**src/design/assert_macros.svh**
```systemverilog
`ifndef ASSERT_MACROS_SVH
`define ASSERT_MACROS_SVH

// Concurrent checks share clk and arst_n of the including module.

// Property holds at every clock edge out of reset.
`define TZCT_ASSERT_ALWAYS(label, expr, msg) \
	label: assert property (@(posedge clk) disable iff (!arst_n) (expr)) \
		else $error(msg);

// When ante holds, cons holds at the next clock edge.
`define TZCT_ASSERT_NEXT(label, ante, cons, msg) \
	label: assert property (@(posedge clk) disable iff (!arst_n) (ante) |=> (cons)) \
		else $error(msg);

`endif

```
**src/design/tzct_pkg.sv**
```systemverilog
`timescale 1ns / 1ps

package tzct_pkg;

	// Touch panel height in pixels; zone bounds follow from it.
	localparam int SCREEN_HEIGHT = 480;
	localparam logic [12:0] ZONE_UPPER_END = 13'(SCREEN_HEIGHT / 3);
	localparam logic [12:0] ZONE_LOWER_START = 13'(2 * SCREEN_HEIGHT / 3);

	localparam int SEC_PER_MIN = 60;
	localparam logic [6:0] LIMIT_MINUTES = 7'd120;
	localparam logic [5:0] LIMIT_STEP = 6'd60;
	localparam logic [12:0] MIN_SET_SEC = 13'(SEC_PER_MIN);
	localparam logic [12:0] MAX_SET_SEC = 13'(120 * SEC_PER_MIN);

	localparam logic [6:0] DEFAULT_MIN_RST = 7'd25;
	localparam logic [5:0] STEP_MIN_RST = 6'd5;
	localparam logic [6:0] MAX_MIN_RST = 7'd120;
	localparam logic [12:0] SET_SEC_RST = 13'(25 * SEC_PER_MIN);

	// Request codes
	localparam logic [2:0] REQ_TICK = 3'd0;
	localparam logic [2:0] REQ_TOUCH = 3'd1;
	localparam logic [2:0] REQ_SET_MIN = 3'd2;
	localparam logic [2:0] REQ_RUN = 3'd3;
	localparam logic [2:0] REQ_DISMISS = 3'd4;

	// Configuration register indexes
	localparam logic [1:0] CFG_DEFAULT_MIN = 2'd0;
	localparam logic [1:0] CFG_STEP_MIN = 2'd1;
	localparam logic [1:0] CFG_MAX_MIN = 2'd2;

	localparam int CFG_DATA_W = 7;
	localparam int CFG_INDEX_W = 2;

	typedef struct packed {
		logic [2:0] req_type;
		logic [8:0] touch_y;
		logic [7:0] minutes;
		logic run_flag;
	} in_t;

	typedef struct packed {
		logic [12:0] remaining_seconds;
		logic [12:0] set_seconds;
		logic running;
		logic paused;
		logic expired;
		logic alarm;
	} out_t;

	// Configuration, already clamped to its legal range
	typedef struct packed {
		logic [6:0] default_min;
		logic [5:0] step_min;
		logic [6:0] max_min;
	} cfg_t;

	typedef struct packed {
		logic [12:0] set_time;
		logic [12:0] time_left;
		logic is_running;
		logic alarm_on;
	} state_t;

	// m * 60 as (m << 6) - (m << 2); m never exceeds 127
	function automatic logic [12:0] min_to_sec(input logic [6:0] m);
		logic [12:0] mw;
		mw = {6'd0, m};
		return (mw << 6) - (mw << 2);
	endfunction

endpackage

```
**src/design/tzct_cfg.sv**
```systemverilog
`timescale 1ns / 1ps

module tzct_cfg
	import tzct_pkg::*;
(
	input logic clk,
	input logic arst_n,
	input logic cfg_we,
	input logic [CFG_INDEX_W-1:0] cfg_index,
	input logic [CFG_DATA_W-1:0] cfg_data,
	output cfg_t cfg
);

	cfg_t cfg_q;
	logic [6:0] min_clamped;
	logic [5:0] step_clamped;

	// zero acts as one, values above the limit act as the limit
	always_comb begin
		if (cfg_data == '0) begin
			min_clamped = 7'd1;
		end else if (cfg_data > LIMIT_MINUTES) begin
			min_clamped = LIMIT_MINUTES;
		end else begin
			min_clamped = cfg_data;
		end
		if (cfg_data[5:0] == '0) begin
			step_clamped = 6'd1;
		end else if (cfg_data[5:0] > LIMIT_STEP) begin
			step_clamped = LIMIT_STEP;
		end else begin
			step_clamped = cfg_data[5:0];
		end
	end

	always_ff @(posedge clk or negedge arst_n) begin
		if (!arst_n) begin
			cfg_q.default_min <= DEFAULT_MIN_RST;
			cfg_q.step_min <= STEP_MIN_RST;
			cfg_q.max_min <= MAX_MIN_RST;
		end else if (cfg_we) begin
			unique case (cfg_index)
				CFG_DEFAULT_MIN: cfg_q.default_min <= min_clamped;
				CFG_STEP_MIN: cfg_q.step_min <= step_clamped;
				CFG_MAX_MIN: cfg_q.max_min <= min_clamped;
				default: ;
			endcase
		end
	end

	assign cfg = cfg_q;

endmodule

```
**src/design/tzct_next.sv**
```systemverilog
`timescale 1ns / 1ps

module tzct_next
	import tzct_pkg::*;
(
	input state_t cur,
	input in_t req,
	input cfg_t cfg,
	output state_t nxt,
	output out_t res
);

	logic [12:0] step_sec;
	logic [12:0] max_sec;
	logic [12:0] dflt_sec;
	logic [13:0] sum_up;
	logic [12:0] floor_dn;
	logic [12:0] y_ext;
	logic [6:0] set_min;
	logic expired;

	assign step_sec = min_to_sec({1'b0, cfg.step_min});
	assign max_sec = min_to_sec(cfg.max_min);
	assign dflt_sec = min_to_sec(cfg.default_min);
	assign sum_up = {1'b0, cur.set_time} + {1'b0, step_sec};
	assign floor_dn = step_sec + MIN_SET_SEC;
	assign y_ext = {4'd0, req.touch_y};
	assign set_min = (req.minutes > {1'b0, cfg.max_min}) ? cfg.max_min : req.minutes[6:0];

	always_comb begin
		nxt = cur;
		expired = 1'b0;
		unique case (req.req_type)
			REQ_TICK: begin
				if (cur.is_running) begin
					if (cur.time_left <= 13'd1) begin
						nxt.is_running = 1'b0;
						nxt.time_left = cur.set_time;
						nxt.alarm_on = 1'b1;
						expired = 1'b1;
					end else begin
						nxt.time_left = cur.time_left - 13'd1;
					end
				end
			end
			REQ_TOUCH: begin
				priority if (cur.is_running) begin
					nxt.is_running = 1'b0;
				end else if (y_ext < ZONE_UPPER_END) begin
					nxt.set_time = (sum_up > {1'b0, max_sec}) ? max_sec : sum_up[12:0];
					nxt.time_left = nxt.set_time;
				end else if (y_ext > ZONE_LOWER_START) begin
					nxt.set_time = (cur.set_time < floor_dn) ? MIN_SET_SEC
						: cur.set_time - step_sec;
					nxt.time_left = nxt.set_time;
				end else begin
					nxt.is_running = 1'b1;
				end
			end
			REQ_SET_MIN: begin
				if (req.minutes == '0) begin
					nxt.is_running = 1'b0;
					nxt.set_time = dflt_sec;
					nxt.time_left = dflt_sec;
				end else begin
					nxt.set_time = min_to_sec(set_min);
					nxt.time_left = nxt.set_time;
				end
			end
			REQ_RUN: nxt.is_running = req.run_flag;
			REQ_DISMISS: nxt.alarm_on = 1'b0;
			default: ;
		endcase
	end

	always_comb begin
		res.remaining_seconds = nxt.time_left;
		res.set_seconds = nxt.set_time;
		res.running = nxt.is_running;
		res.paused = !nxt.is_running && (nxt.time_left < nxt.set_time);
		res.expired = expired;
		res.alarm = nxt.alarm_on;
	end

endmodule

```
**src/design/touch_zone_countdown_timer_top.sv**
```systemverilog
`timescale 1ns / 1ps
// Channel  Direction  Handshake            Payload
// in       input      in_valid / in_stall  in_data  (in_t)
// out      output     out_valid/out_stall  out_data (out_t)
// cfg      input      cfg_we               cfg_index, cfg_data
//
// One beat per cycle sustained while out does not stall; a beat passes through the input
// register, then the result register behind the next-state logic.
// The timer state updates in the same edge that loads the result register.
// arst_n clears the timer to the reset set time (25 min), stopped, no alarm.
// A stall on out holds the result register; in stalls only when the input
// register is full and cannot move on, so one waiting result never blocks a new beat.

module touch_zone_countdown_timer_top
	import tzct_pkg::*;
(
	input logic clk,
	input logic arst_n,
	input logic in_valid,
	output logic in_stall,
	input in_t in_data,
	output logic out_valid,
	input logic out_stall,
	output out_t out_data,
	input logic cfg_we,
	input logic [CFG_INDEX_W-1:0] cfg_index,
	input logic [CFG_DATA_W-1:0] cfg_data
);

	`include "assert_macros.svh"

	cfg_t cfg;
	state_t state_q;
	state_t state_nxt;
	out_t res_nxt;

	// input register
	logic vld_s1;
	in_t in_s1;

	// result register
	logic out_valid_q;
	out_t out_q;

	// s1 moves into the result register when that one is empty or draining
	logic adv;

	tzct_cfg u_cfg (
		.clk (clk),
		.arst_n (arst_n),
		.cfg_we (cfg_we),
		.cfg_index (cfg_index),
		.cfg_data (cfg_data),
		.cfg (cfg)
	);

	tzct_next u_next (
		.cur (state_q),
		.req (in_s1),
		.cfg (cfg),
		.nxt (state_nxt),
		.res (res_nxt)
	);

	assign adv = vld_s1 && (!out_valid_q || !out_stall);
	assign in_stall = vld_s1 && !adv;

	always_ff @(posedge clk or negedge arst_n) begin
		if (!arst_n) begin
			vld_s1 <= 1'b0;
		end else if (!in_stall) begin
			vld_s1 <= in_valid;
		end
	end

	always_ff @(posedge clk) begin
		if (in_valid && !in_stall) begin
			in_s1 <= in_data;
		end
	end

	// timer state commits when its beat reaches the result register
	always_ff @(posedge clk or negedge arst_n) begin
		if (!arst_n) begin
			state_q.set_time <= SET_SEC_RST;
			state_q.time_left <= SET_SEC_RST;
			state_q.is_running <= 1'b0;
			state_q.alarm_on <= 1'b0;
		end else if (adv) begin
			state_q <= state_nxt;
		end
	end

	always_ff @(posedge clk or negedge arst_n) begin
		if (!arst_n) begin
			out_valid_q <= 1'b0;
		end else if (adv) begin
			out_valid_q <= 1'b1;
		end else if (!out_stall) begin
			out_valid_q <= 1'b0;
		end
	end

	always_ff @(posedge clk) begin
		if (adv) begin
			out_q <= res_nxt;
		end
	end

	assign out_valid = out_valid_q;
	assign out_data = out_q;

	`TZCT_ASSERT_ALWAYS(a_stall_needs_full_s1, !in_stall || vld_s1,
		"input stalled with empty input register")
	`TZCT_ASSERT_ALWAYS(a_set_range,
		state_q.set_time >= MIN_SET_SEC && state_q.set_time <= MAX_SET_SEC,
		"set time out of range")
	`TZCT_ASSERT_ALWAYS(a_left_range,
		state_q.time_left != '0 && state_q.time_left <= state_q.set_time,
		"remaining time outside 1..set time")
	`TZCT_ASSERT_NEXT(a_expire_alarm, adv && res_nxt.expired,
		state_q.alarm_on && !state_q.is_running && out_valid_q,
		"expiry did not stop the timer and raise the alarm")

endmodule
```
**config.mk**
```make
export PLATFORM = sky130hd
export DESIGN_NAME = touch_zone_countdown_timer_top
export DESIGN_NICKNAME = d
export VERILOG_FILES = /design/src/design/tzct_pkg.sv /design/src/design/tzct_cfg.sv /design/src/design/tzct_next.sv /design/src/design/touch_zone_countdown_timer_top.sv
export VERILOG_INCLUDE_DIRS = /design/src /design/src/design
export SDC_FILE = /design/constraint.sdc
export NUM_CORES = 1
export LEC_CHECK = 0
export BUFFER_PORTS_ARGS = -buffer_cell sky130_fd_sc_hd__buf_4
export CORE_MARGIN = 2
export CORE_UTILIZATION = 40
export CTS_BUF_LIST = sky130_fd_sc_hd__clkbuf_2
export CTS_CLUSTER_DIAMETER = 50
export DETAILED_ROUTE_END_ITERATION = 10
export PLACE_DENSITY = 0.55
export SLEW_MARGIN = 20
export SYNTH_ARGS = -nofsm -noshare
export SYNTH_HDL_FRONTEND = slang
export SYNTH_SLANG_ARGS = --single-unit
```
**constraint.sdc**
```tcl
create_clock -name clk -period 17.5 [get_ports clk]
set_input_delay 0.875 -clock clk [delete_from_list [all_inputs] [get_ports clk]]
set_output_delay 0.875 -clock clk [all_outputs]
set_load 0.05 [all_outputs]
```
### Word level (Yosys, flattened, before mapping)

Cells that the tools add are included.

* add/subtract/negate cells: 8
* magnitude comparators: 9
* equality and inequality tests: 7
* mux-type cells: 25
* reductions and logical operators: 19

Operators with widths (count)
* 26-bit two-way mux: 4
* 13-bit two-way mux: 3
* 13-bit case mux with 3 select lines: 1
* 13-bit by 9-bit subtractor with 13-bit output: 3
* 13-bit < comparator: 2
* 13-bit case mux with 2 select lines: 1
* 7-bit two-way mux: 3
* 15-bit two-way mux: 1
* 13-bit by 13-bit adder with 14-bit output: 1
* 14-bit by 13-bit greater-than comparator with 1-bit output: 1
* 13-bit by 6-bit adder with 13-bit output, second input constant: 1
* 13-bit by 1-bit <= comparator with 1-bit output, second input constant: 1
* 12-bit by 8-bit subtractor with 13-bit output: 1
* 13-bit by 1-bit subtractor with 13-bit output, second input constant: 1
* 13-bit subtractor: 1
* 6-bit two-way mux: 2
* 9-bit greater-than comparator, second input constant: 1
* 9-bit by 8-bit < comparator with 1-bit output, second input constant: 1
* 8-bit by 7-bit greater-than comparator with 1-bit output: 1
* 8-bit zero test: 1
* 2-bit AND reduction: 4
* 7-bit greater-than comparator, second input constant: 1
* 7-bit zero test: 1
* 1-bit two-way mux: 7
* 16 further kinds: 24

* register bits after elaboration: 101
* output and inout port bits: 32
* word-level logic and storage cells: 87

### Depth between registers and ports, before layout

Gate-level depths: netlist (run 1).

* word-level depth: 10
* mapped depth: 36
* gate-level depth less buffers: 35

### By module

Synthesis (run 1) repeated with hierarchy kept, for this count alone.

* cells, all modules: 973
* area, all modules: 8917.3 µm²

By module, submodules not included
* tzct_next: times used 1, cells an instance 793, area an instance 5375.2 µm²
* touch_zone_countdown_timer_top: times used 1, cells an instance 118, area an instance 2727.6 µm²
* tzct_cfg: times used 1, cells an instance 62, area an instance 814.5 µm²

### Least setup slack after synthesis (run 1)

Ideal clock, no wire load.

* path kind: register to register
* from: register u_cfg.cfg_q (netlist bit u_cfg.cfg[7])
* to: register out_q (netlist bit out_data[2]) (data pin)
* library setup time: 0.180 ns
* arrival: 6.003 ns
* required time: 17.320 ns
* path slack: 11.317 ns
* cell stages (with the launch flop): 31
* clock period less this slack: 6.183 ns
* path through: dfstp_2 > inv_1 > ha_1 > a31o_2 > a21o_1 > nor4b_1 > ha_1 > nand2b_1 > nor3_1 > a21oi_1 > o211ai_1 > a211oi_1 > inv_1 > ha_1 > and4b_1 > nand4_1 > o32a_1 > o41ai_4 > and2_4 > buf_6 > o221a_2 > a21o_1 > o21ai_1 > and2_1 > ha_1 > a21o_1 > a21o_1 > a21oi_1 > nor3_1 > or3_1 > a221oi_1

RTL lines
* from (decl): RTL line tzct_cfg.sv:14 `cfg_t cfg_q;`
* to (signal assigned): RTL line touch_zone_countdown_timer_top.sv:106 `out_q <= res_nxt;`
* to (decl): RTL line touch_zone_countdown_timer_top.sv:43 `out_t out_q;`

==> flow_summary.ini, run 1 <==
[clock_network]
cts_root_buffer = sky130_fd_sc_hd__clkbuf_2
cts_tree = done
clock_tree.htree_level_count = 3
tritoncts.num_buffers = 9
cts.sink_count = 101
max-clock-path-buffers = 2
cts_setup_buffers = 0
ctsHoldBuffers = 0
clk_latency_ps = 690
cts.clk_slew.worst_paths_ps = 340
post_cts_resized = 0

[logic_synthesis]
ys.flop_type = sky130_fd_sc_hd__edfxtp_1
async_flop_share_pct = 49.5
yosys_synthesis_warning_count = 0
post_synth_inst_count = 1010
synth_edf_count = 51
mappedNetlistNets = 1128
synth_area_um2 = 8760
yosys.cell_types.count = 91
synth.ff_latch_count = 101
ys_seq_area_share_pct = 32.1
syn_area_per_cell_um2 = 8.68

[critical_path]
worstReg2RegEnd = out_data[2]
endpoint = out_data[2]
critical_path.max_stage_delay_ps = 710
worstPathMaxFanout = 13
criticalPathCategory = flop to flop
worst_r2r_path_depth = 29
critical_path.endpoint_type = flop
startpoint_type = flop
ff2ff_setup_slack_ps = 10280
critPathLaunch = u_cfg.cfg[7]
worstPathRequired_ps = 18010
worst_path_max_delay_cell = sky130_fd_sc_hd__dfstp_2
rr_startpoint = u_cfg.cfg[7]
crit_arrival_ps = 7730

[drt]
detailed_route_vias_per_instance = 5.86
antenna_left = 0
first_iter_violations = 694
vias = 7804
detail_route.drc_violations = 0
detail_route.first_pass.iterations = 7
wl_per_cell_um = 20.0
routed_wl_um = 26700

[placed_design]
port-buffer-count = 66
placed_cells_incl_taps = 1315
detail_placement_hpwl_um = 20900
gpl_wtd_cong = 0.937

[timing]
grt_setup_unrepaired = false
period_needed_ps = 7220
tightestPinTransition_ps = 1090
final-max-slew-violation-count = 0
fmax_mhz = 139
relative_max_transition_margin_pct = 27.3
hold-worst-slack_ps = 162
post-route-period-util_pct = 41.2
final_hold_viol_count = 0
fin_setup_tns_ps = 0
clock_skew_ps = 63.8
timing.final.setup_violations = 0

[outcome]
result_of_the_run = finished, final reports clean

[power_and_ir_drop]
ir_drop_mv = 0.0761
powerDensity_nw_per_um2 = 173
design_power_mw = 1.65
leakage_component_of_the_power_nw = 3.98

[layout]
area_growth_pct = 9.18
post-route-util_pct = 44.1
finish.net_count = 1164
finish.cell_count_without_fillers = 1332
fillCellCount = 2163
drive_gt1_share_pct = 15.2

[floorplan]
area_of_the_die_um2 = 23100
rows = 54
die_h_um = 152
die_outline_width_um = 152
effective_utilization_at_floorplan_pct = 40.4
core_region_area_um2 = 21700
io_pins = 67

[grt]
largest_net_degree_at_the_start_of_global_routing = 51
first_global_vias = 7402
grt_use_total_pct = 23.2
antenna_found_initial = 1
grt_pass1_wl_um = 42500
grt_overflow = 0

[job]
max_cap_viol_count = 0

[min_path]
min_path_type = input port to asynchronous set/reset pin
power by group:
part | internal [mW] | switching (mW) | total, mW
sequential | 0.318 | 0.0812 | 0.399
combinational | 0.434 | 0.702 | 1.14
clock | 0.0233 | 0.0954 | 0.119
total | 0.776 | 0.879 | 1.65
cell families (layout without fill, tap and decap cells):
kind of cell / after synthesis / after routing / synth area share (%)
compound gates: 334 / 334 / 25.8
xor+xnor: 56 / 56 / 5.60
fa+ha+maj: 83 / 83 / 12.0
buf+inv: 111 / 152 / 5.05
flops: 101 / 101 / 32.1
mux: 14 / 14 / 1.78
other cells: 0 / 1 / 0
simple gates: 311 / 311 / 17.6
sequential cells by signal (all words and copies together) (netlist names):
register,cells
in_s1,21
out_data,30
out_valid,1
state_q,28
u_cfg.cfg,20
vld_s1,1
routing by layer:
layer	share of wire (%)	global-route usage, %	wire length (µm)	up-vias
met5	0	0	0	-
met4	2.4	7.30	647	0
met3	6.2	3.48	1660	33
met2	46	37.0	12200	260
met1	46	32.4	12100	3737
li1	-	-	-	3774
final cells by class:
type | count | area [µm²] | area share (%)
inverters | 65 | 244 | 2.55
multi-input cells | 798 | 5520 | 57.7
well taps | 280 | 350 | 3.66
flip-flops and latches | 101 | 2810 | 29.4
clock buffers | 9 | 45.0 | 0.471
repair buffers | 71 | 533 | 5.57
clock inverters | 7 | 65.1 | 0.680
diodes | 1 | 2.50 | 0.0262
stage by stage:
stage          worst slack (ps)  area (µm²)
5_1_grt                    9800        9570
3_5_place_dp              10340        9450
3_3_place_gp              10600        9450
4_1_cts                   10250        9560
2_1_floorplan             11320        8760
6_report                  10280        9570
Yosys cell counts (4+ instances only):
master                      instances  share of area, %
sky130_fd_sc_hd__a221oi_1           4              0.40
sky130_fd_sc_hd__a31oi_1           11              0.79
sky130_fd_sc_hd__nand2_1           81               3.5
sky130_fd_sc_hd__a211oi_2           4              0.57
sky130_fd_sc_hd__nor2_1            88               3.8
sky130_fd_sc_hd__o21ai_0           63               3.6
sky130_fd_sc_hd__xor2_1            13               1.3
sky130_fd_sc_hd__edfxtp_1          51                17
sky130_fd_sc_hd__nor4_1             4              0.29
sky130_fd_sc_hd__or3_1              7              0.50
sky130_fd_sc_hd__and2_1             8              0.57
sky130_fd_sc_hd__ha_1              81                12
sky130_fd_sc_hd__nand2b_1          15               1.1
sky130_fd_sc_hd__a211oi_1          13               1.1
sky130_fd_sc_hd__nor3_1            36               2.1
sky130_fd_sc_hd__o221ai_1           4              0.40
sky130_fd_sc_hd__o2111ai_1          4              0.40
sky130_fd_sc_hd__xnor2_1           43               4.3
sky130_fd_sc_hd__dfrtp_1           27               7.7
sky130_fd_sc_hd__inv_1             65               2.8
sky130_fd_sc_hd__a21boi_0          10              0.86
sky130_fd_sc_hd__dfstp_2           23               6.9
sky130_fd_sc_hd__o21ai_1           12              0.69
sky130_fd_sc_hd__a31o_2             4              0.40
sky130_fd_sc_hd__nor2b_1           13              0.93
sky130_fd_sc_hd__mux2_2            13               1.7
sky130_fd_sc_hd__o21a_1             9              0.77
sky130_fd_sc_hd__buf_2             11              0.63
sky130_fd_sc_hd__nand3b_1           4              0.34
sky130_fd_sc_hd__nand4_1           11              0.79
sky130_fd_sc_hd__o211ai_1           9              0.77
sky130_fd_sc_hd__o31ai_1            7              0.60
sky130_fd_sc_hd__a21oi_1           95               5.4
sky130_fd_sc_hd__clkbuf_1          30               1.3
sky130_fd_sc_hd__nand3_1           18               1.0
sky130_fd_sc_hd__a21o_1            24               2.1
sky130_fd_sc_hd__o22ai_1            7              0.50
sky130_fd_sc_hd__o21bai_1           4              0.34
sky130_fd_sc_hd__and3_1             5              0.36
how the worst min path moves through the flow:
stage / end / slack, ps / depth (start not counted)
2_1_floorplan: state_q[0] / 450 / 2
3_3_place_gp: state_q[0] / 460 / 2
3_5_place_dp: state_q[0] / 460 / 2
4_1_cts: u_cfg.cfg[14] / 170 / 1
5_1_grt: u_cfg.cfg[2] / 200 / 1
6_report: u_cfg.cfg[1] / 160 / 1
cell usage in the layout (no fill, tap or decap), drive strengths merged, types with 10 or more instances in the layout:
| master | instances |
|---|---|
| a211oi | 18 |
| a21boi | 10 |
| a21o | 24 |
| a21oi | 97 |
| a31oi | 12 |
| buf | 71 |
| dfrtp | 27 |
| dfstp | 23 |
| edfxtp | 51 |
| ha | 81 |
| inv | 69 |
| mux2 | 13 |
| nand2 | 81 |
| nand2b | 15 |
| nand3 | 19 |
| nand4 | 11 |
| nor2 | 88 |
| nor2b | 13 |
| nor3 | 38 |
| o21ai | 75 |
| xnor2 | 43 |
| xor2 | 13 |
critical path, delay by kind of cell, from the launching register on:
family,cells,cell delay [ps]
simple gates,9,2020
compound gates,14,2890
fa+ha+maj,4,1270
buf+inv,2,190
flops,1,710
No activity file was read; power rests on OpenSTA's default activity.
==> inputs of run 2 (changes only) <==
- PLACE_DENSITY: 0.55 -> 0.57
- clock period: 17.5 -> 6.6 ns (I/O delays scaled with it)
==> run 2 against run 1 <==
Fmax grew 13%; first-iteration DRC count shrank 6.6%; via count grew 6.1%; sequential share of layout area shrank 2.7 points; critical path type unchanged; largest power group unchanged.
==> flow_summary.ini, run 2 (synthesis results as in run 1) <==
[outcome]
result_of_the_run = finished, final reports clean

[grt]
global_route.usage.met1_pct = 34.1
largest_net_degree_at_the_start_of_global_routing = 51
grt_overflow = 0
gr-usage-met3_pct = 3.05
antenna_found_initial = 1
first_global_vias = 7806
globalRoute.busiestLayer = met2
grt_use_total_pct = 24.8
grt_pass1_wl_um = 44900
use_met2_pct = 40.6

[drt]
detail_route.drc_violations = 0
vias = 8279
wl_per_cell_um = 20.8
first_iter_violations = 648
detail_route.first_pass.iterations = 6
antenna_left = 0
routed_wl_um = 29300
detailed_route_vias_per_instance = 5.87

[timing]
final-max-slew-violation-count = 0
fmax_mhz = 157
postLayoutSetupSlackWorst_ps = 221
tightestPinTransition_ps = 1030
final_hold_viol_count = 0
period_needed_ps = 6380
relative_max_transition_margin_pct = 31.1
fin_setup_tns_ps = 0
timing.final.setup_violations = 0
clock_skew_ps = 75.6
post-route-period-util_pct = 96.6
hold-worst-slack_ps = 140

[layout]
finish.net_count = 1242
finish.cell_count_without_fillers = 1410
largest_register_ffs = 30
area_growth_pct = 20.2
drive_gt1_share_pct = 21.8
final_cell_area_um2 = 10500
most_frequent_cells_in_the_layout = sky130_fd_sc_hd__buf_4 (114), sky130_fd_sc_hd__nor2_1 (88), sky130_fd_sc_hd__a21oi_1 (86)
mostFrequentLayoutCell = sky130_fd_sc_hd__buf_4

[floorplan]
area_of_the_die_um2 = 23100
core_region_area_um2 = 21700
io_pins = 67
die_outline_width_um = 152
rows = 54
die_h_um = 152
effective_utilization_at_floorplan_pct = 40.4

[power_and_ir_drop]
powerDensity_nw_per_um2 = 470
leakage_component_of_the_power_nw = 4.39
ir_drop_mv = 0.250

[min_path]
timing.hold.worst_path_depth = 3
min_path_type = input port to flop

[clock_network]
clk_latency_ps = 690
clock_tree.htree_level_count = 3
max-clock-path-buffers = 2
cts_tree = done
cts_root_buffer = sky130_fd_sc_hd__clkbuf_2
tritoncts.num_buffers = 9
cts.clk_slew.worst_paths_ps = 360
cts.sink_count = 101

[critical_path]
cp.buffers_inverters = 3
startpoint_type = flop
critical_path.endpoint_type = flop
criticalPathCategory = flop to flop
critical_path.top_delay_family = compound AO/OA/AOI/OAI gates
worst_path_max_delay_cell = sky130_fd_sc_hd__dfrtp_1
count_of_cell_instances_traversed_by_the_critical_path = 28
crit_arrival_ps = 6910
worst_r2r_path_depth = 28
worstPathMaxFanout = 6
critical_path.max_stage_delay_ps = 610
worstPathRequired_ps = 7130

[placed_design]
detail_placement_hpwl_um = 22200
gpl_wtd_cong = 0.916
postPlaceCellArea_um2 = 9700
placed_cells_incl_taps = 1348
port-buffer-count = 66
detailedPlace.worstSlack_ps = 60.1

[job]
max_cap_viol_count = 0
## run 2: layer usage
layer | wire length, µm | up-vias | share of wire (%)
met3 | 1780 | 49 | 6.1
met1 | 13000 | 3967 | 44
met2 | 13700 | 321 | 47
met5 | 0 | - | 0
met4 | 846 | 0 | 2.9
li1 | - | 3942 | -
## run 2: cell type report
| class | instances | area, µm² |
|---|---|---|
| fillers | 2056 | 11200 |
| multi-input cells | 798 | 5810 |
| flip-flops and latches | 101 | 2810 |
| repair buffers | 149 | 1210 |
| well taps | 280 | 350 |
| inverters | 65 | 244 |
| clock inverters | 7 | 67.6 |
| clock buffers | 9 | 45.0 |
| diodes | 1 | 2.50 |
## run 2: worst min-delay path: stages
cell,delay [ps]
sky130_fd_sc_hd__buf_4,120
sky130_fd_sc_hd__or3b_2,310
sky130_fd_sc_hd__o21ai_0,130
## run 2: worst paths after layout
path / from / end / slack (ps)
min in group asynchronous: arst_n / u_cfg.cfg[8] / 200
max in group asynchronous: arst_n / state_q[20] / 5850
worst max-delay path: u_cfg.cfg[12] / out_data[2] / 220
worst min-delay path: cfg_we / u_cfg.cfg[13] / 140
worst max register to register: u_cfg.cfg[12] / out_data[2] / 220
worst min register to register: vld_s1 / out_valid / 540
## run 2: repair_timing
action                                  CTS  global route
buffers inserted                          3             7
hold endpoints to repair                 70             0
pin swaps                                 1            28
hold buffers                             35             0
resized for setup                         1            56
endpoints found under the setup margin    1             1
## run 2: report_power, final
part	internal (mW)	switching (mW)	leakage, nW
Sequential	0.843	0.204	1.08
Clock	0.0608	0.257	0.0715
Combinational	1.49	2.09	3.24
Total	2.40	2.55	4.39
## run 2: per-stage QoR
| step | total power [mW] | utilization [%] |
|---|---|---|
| finish | 4.95 | 48.6 |
| global placement | 4.25 | 44.7 |
| detailed placement | 4.24 | 44.7 |
| global route | 5.33 | 48.6 |
| CTS | 4.64 | 47.0 |
| floorplan | 3.27 | - |
